--- src/design/imtwc_pkg.sv ---
// ----------------------------------------------------------------------------
// IMU motion trigger window capture - shared package
// Widths, constants and types used by the capture core and its units.
// ----------------------------------------------------------------------------
package imtwc_pkg;

   localparam int SAMPLE_W    = 16;
   localparam int COR_W       = 18;
   localparam int OFFSET_W    = 17;
   localparam int SUM_W       = 20;
   localparam int COUNT_W     = 5;
   localparam int FILL_W      = 7;
   localparam int THRESHOLD_W = 15;
   localparam int NORM_W      = 16;

   localparam logic [THRESHOLD_W-1:0] THRESHOLD_RESET = 15'd30;

   // (v + 2000) / 4000 scaled to UQ0.16
   localparam int                 NORM_BIAS  = 2000;
   localparam int                 NORM_SPAN  = 4000;
   localparam int                 NORM_SHIFT = 30;
   localparam logic [23:0]        NORM_MUL   = 24'd8589935;
   localparam logic [22:0]        NORM_ROUND = 23'd62;

   typedef struct packed {
      logic signed [OFFSET_W-1:0] x;
      logic signed [OFFSET_W-1:0] y;
      logic signed [OFFSET_W-1:0] z;
   } imtwc_offset_type;

endpackage

--- src/design/imtwc_norm.sv ---
// ----------------------------------------------------------------------------
// IMU motion trigger window capture - axis normaliser
// Maps a signed axis value to round((v + 2000) / 4000) in UQ0.16, saturated.
// ----------------------------------------------------------------------------
module imtwc_norm (
   input  logic signed [imtwc_pkg::COR_W-1:0]  value,
   output logic        [imtwc_pkg::NORM_W-1:0] norm
);

   logic signed [imtwc_pkg::COR_W:0] biased;
   logic        [22:0]               scaled;
   logic        [46:0]               prod;

   always_comb begin
      biased = (imtwc_pkg::COR_W + 1)'(value) + (imtwc_pkg::COR_W + 1)'(imtwc_pkg::NORM_BIAS);
      // (4096 n + 125) / 250 == floor((2048 n + 62) / 125)
      scaled = {biased[11:0], 11'b0} + imtwc_pkg::NORM_ROUND;
      prod   = 47'(scaled) * 47'(imtwc_pkg::NORM_MUL);
      if (biased <= 0) begin
         norm = '0;
      end else if (biased >= (imtwc_pkg::COR_W + 1)'(imtwc_pkg::NORM_SPAN)) begin
         norm = '1;
      end else begin
         norm = prod[imtwc_pkg::NORM_SHIFT +: imtwc_pkg::NORM_W];
      end
   end

endmodule

--- config.mk ---
export PLATFORM = sky130hd
export DESIGN_NAME = imtwc_norm
export DESIGN_NICKNAME = d
export VERILOG_FILES = /design/src/design/imtwc_pkg.sv /design/src/design/imtwc_norm.sv
export SDC_FILE = /design/constraint.sdc
export NUM_CORES = 1
export LEC_CHECK = 0
export ABC_AREA = 1
export BUFFER_PORTS_ARGS = -buffer_cell sky130_fd_sc_hd__buf_2
export CORE_ASPECT_RATIO = 1.1
export CORE_MARGIN = 4
export CORE_UTILIZATION = 65
export DETAILED_ROUTE_END_ITERATION = 10
export PLACE_DENSITY_LB_ADDON = 0.15
export SLEW_MARGIN = 20
export SYNTH_ARGS = -nofsm -noshare
export SYNTH_HDL_FRONTEND = slang
export SYNTH_SLANG_ARGS = --single-unit
--- constraint.sdc ---
create_clock -name vclk -period 14.4
set_input_delay 1.44 -clock vclk [all_inputs]
set_output_delay 1.44 -clock vclk [all_outputs]
set_load 0.05 [all_outputs]
==> out/metrics.csv <==
stage,metric,value,unit
global_routing,grt_pass1_wl,26200,µm
sta,setup_tns,0,ns
placed_design,gp_congestion,0.967,
logic_synthesis,seq_area_frac_synth,0,%
worst_setup_path,worstSetupEndpointType,output pin,
detailed_routing,vias_per_cell,5.22,
logic_synthesis,synth_cells,933,
sta,setup_ws,4.79,ns
global_routing,grtUsageTotal,27.0,%
cts,cts_setup_buffers,0,
detailed_routing,wl_per_cell,13.8,µm
sta,min_period_over_period,66.7,%
cts,cts.repair.resized,0,
cts,postCtsHoldBufs,0,
worst_setup_path,worst_setup_path_start_kind,input port,
detailed_routing,wl,14900,µm
global_routing,grt_use_met2,49.2,%
sta,setup_viol,0,
placed_design,dp_slack,4.84,ns
floorplanning,die_area,11700,µm²
sta,slew_headroom,58.5,%
logic_synthesis,synth_area_leaders,"ha_1 33%, fa_1 23%, inv_1 15%, nand2_1 12%, nor2_1 3.9%",
sta,rsz0062_at_grt,false,
run_status,status,finished clean,
floorplanning,coreArea,9840,µm²
detailed_routing,drc,0,
hold_path,holdPathStages,5,
cells_and_area,final-seq-area,0,µm²
sta,worst_pin_slew,0.621,ns
worst_setup_path,cp_slowest_cell,fa_1,
floorplanning,num_rows,38,
cells_and_area,diodes,0,
worst_setup_path,cpMostUsedCell,inv_1,
worst_setup_path,arrival,8.17,ns
cells_and_area,drive_gt1_share,5.50,%
detailed_routing,first_pass_iters,4,
sta,period_minus_slack,9.61,ns
sta,slew_violations,0,
worst_setup_path,crit_path_max_incr_delay,0.72,ns
logic_synthesis,syn-mean-instance-area,7.01,µm²
logic_synthesis,synth.top_cell.area_share,32.7,%
global_routing,grt_pass1_vias,5763,
worst_setup_path,worst-path-stages,31,
floorplanning,start_util,66.5,%
sta,fmax,104,MHz
cells_and_area,nClkBuffers,0,
cells_and_area,areaGrowthSynthToFinish,4.38,%
hold_path,hold_path.class,in2out,
detailed_routing,via_count,5654,
hold_path,worstHoldStart,value[17],
placed_design,hpwl,13800,µm
global_routing,grt_max_degree,12,
worst_setup_path,critical-path-top-delay-family,adder cells,
logic_synthesis,syn_area,6540,µm²
global_routing,grt_use_met1,34.8,%
cells_and_area,seq_cell_count,0,
cells_and_area,num-fill-cells,889,
logic_synthesis,synth_top_area_cell,ha_1,
cells_and_area,final_nets,1229,
worst_setup_path,crit_type,in2out,
worst_setup_path,crit_required,12.96,ns
detailed_routing,final_antenna_net_count,0,
floorplanning,io_pins,34,
sta,hold_viol_final,0,
logic_synthesis,synth_nets,1196,
flow_run,cap_viol_max_count,0,
logic_synthesis,synth.distinct_cells,28,
floorplanning,die_y,113,µm
global_routing,overflow,0,
worst_setup_path,crit_fanout,9,
worst_setup_path,crit_buf_inv,9,
sta,hold_ws,3.50,ns
placed_design,place.port_buffers,34,
logic_synthesis,ys.warnings.count,0,
detailed_routing,drtIter0Drc,213,
global_routing,top_usage_layer,met2,
global_routing,met3_usage,1.20,%
global_routing,grt_antenna_before_repair,0,
hold_path,min_to,norm[15],
floorplanning,die_x,104,µm
==> cells by family after synthesis <==
logic type                 synth area share, %
and+or+nand+nor                           22.9
xor gates and xnor gates                 0.937
AOI/OAI and AO/OA                         5.57
adders and majority gates                 55.4
buffers and inverters                     15.2
==> through the flow <==
stage          instance area, µm²  std cells  utilization, %
6_report                     6830       1084            69.4
5_1_grt                      6830       1084            69.4
4_1_cts                      6830       1084            69.4
3_5_place_dp                 6830       1084            69.4
3_3_place_gp                 6830       1084            69.4
2_1_floorplan                6540        933               -
==> worst max path at each step <==
stage | start | endpoint
CTS | value[4] | norm[6]
floorplan | value[4] | norm[14]
detailed placement | value[4] | norm[6]
global placement | value[4] | norm[1]
global route | value[4] | norm[6]
finish | value[4] | norm[6]
==> synthesized netlist by cell type <==
cell and instances:
inv_2 3, o211ai_1 1, a21oi_1 33, nand3b_1 2, nand2_1 208, o21ai_0 22
ha_1 171, o21ai_2 1, nor2_2 4, nand3_1 41, a31oi_1 1, and2_1 2
inv_1 253, nand2_2 5, o21bai_1 6, nor3b_1 1, nor3_2 1, xnor2_1 3
buf_6 3, nor3_1 7, xor2_1 4, fa_1 74, o31ai_4 1, nand4_1 14
or2_2 2, nand2_4 1, nand3_2 1, nor2_1 68
==> area by class of cell <==
type                            count  area, µm²  share of cell area [%]
Tap cell                          120        150                    2.20
Multi-Input combinational cell    674       5550                    81.2
Inverter                          256        961                    14.1
Timing Repair Buffer               34        170                    2.49
==> layout by cell type, fill, tap and decap left out <==
| cell type | instances |
|---|---|
| nor3_2 | 1 |
| or2_2 | 2 |
| nand3_1 | 41 |
| buf_2 | 34 |
| a21oi_1 | 33 |
| nand3b_1 | 2 |
| and2_1 | 2 |
| o21bai_1 | 6 |
| a31oi_1 | 1 |
| nor2_1 | 68 |
| nand3_2 | 1 |
| o21ai_0 | 22 |
| nor2_2 | 4 |
| nand2_2 | 5 |
| o31ai_4 | 1 |
| inv_1 | 253 |
| fa_1 | 74 |
| xor2_1 | 4 |
| ha_1 | 171 |
| inv_2 | 3 |
| nand2_1 | 208 |
| o21ai_2 | 1 |
| nand2_4 | 1 |
| xnor2_1 | 3 |
| nand4_1 | 14 |
| nor3_1 | 7 |
| o211ai_1 | 1 |
| nor3b_1 | 1 |
==> metal layers <==
layer | wire length, µm | share of wire (%)
met5 | 0 | 0
met4 | 577 | 3.9
met3 | 633 | 4.2
met2 | 7140 | 48
met1 | 6580 | 44
Power is left out: the tool's default activity adds up to more than one toggle a clock period on the data nets, which glitch-free logic cannot reach.
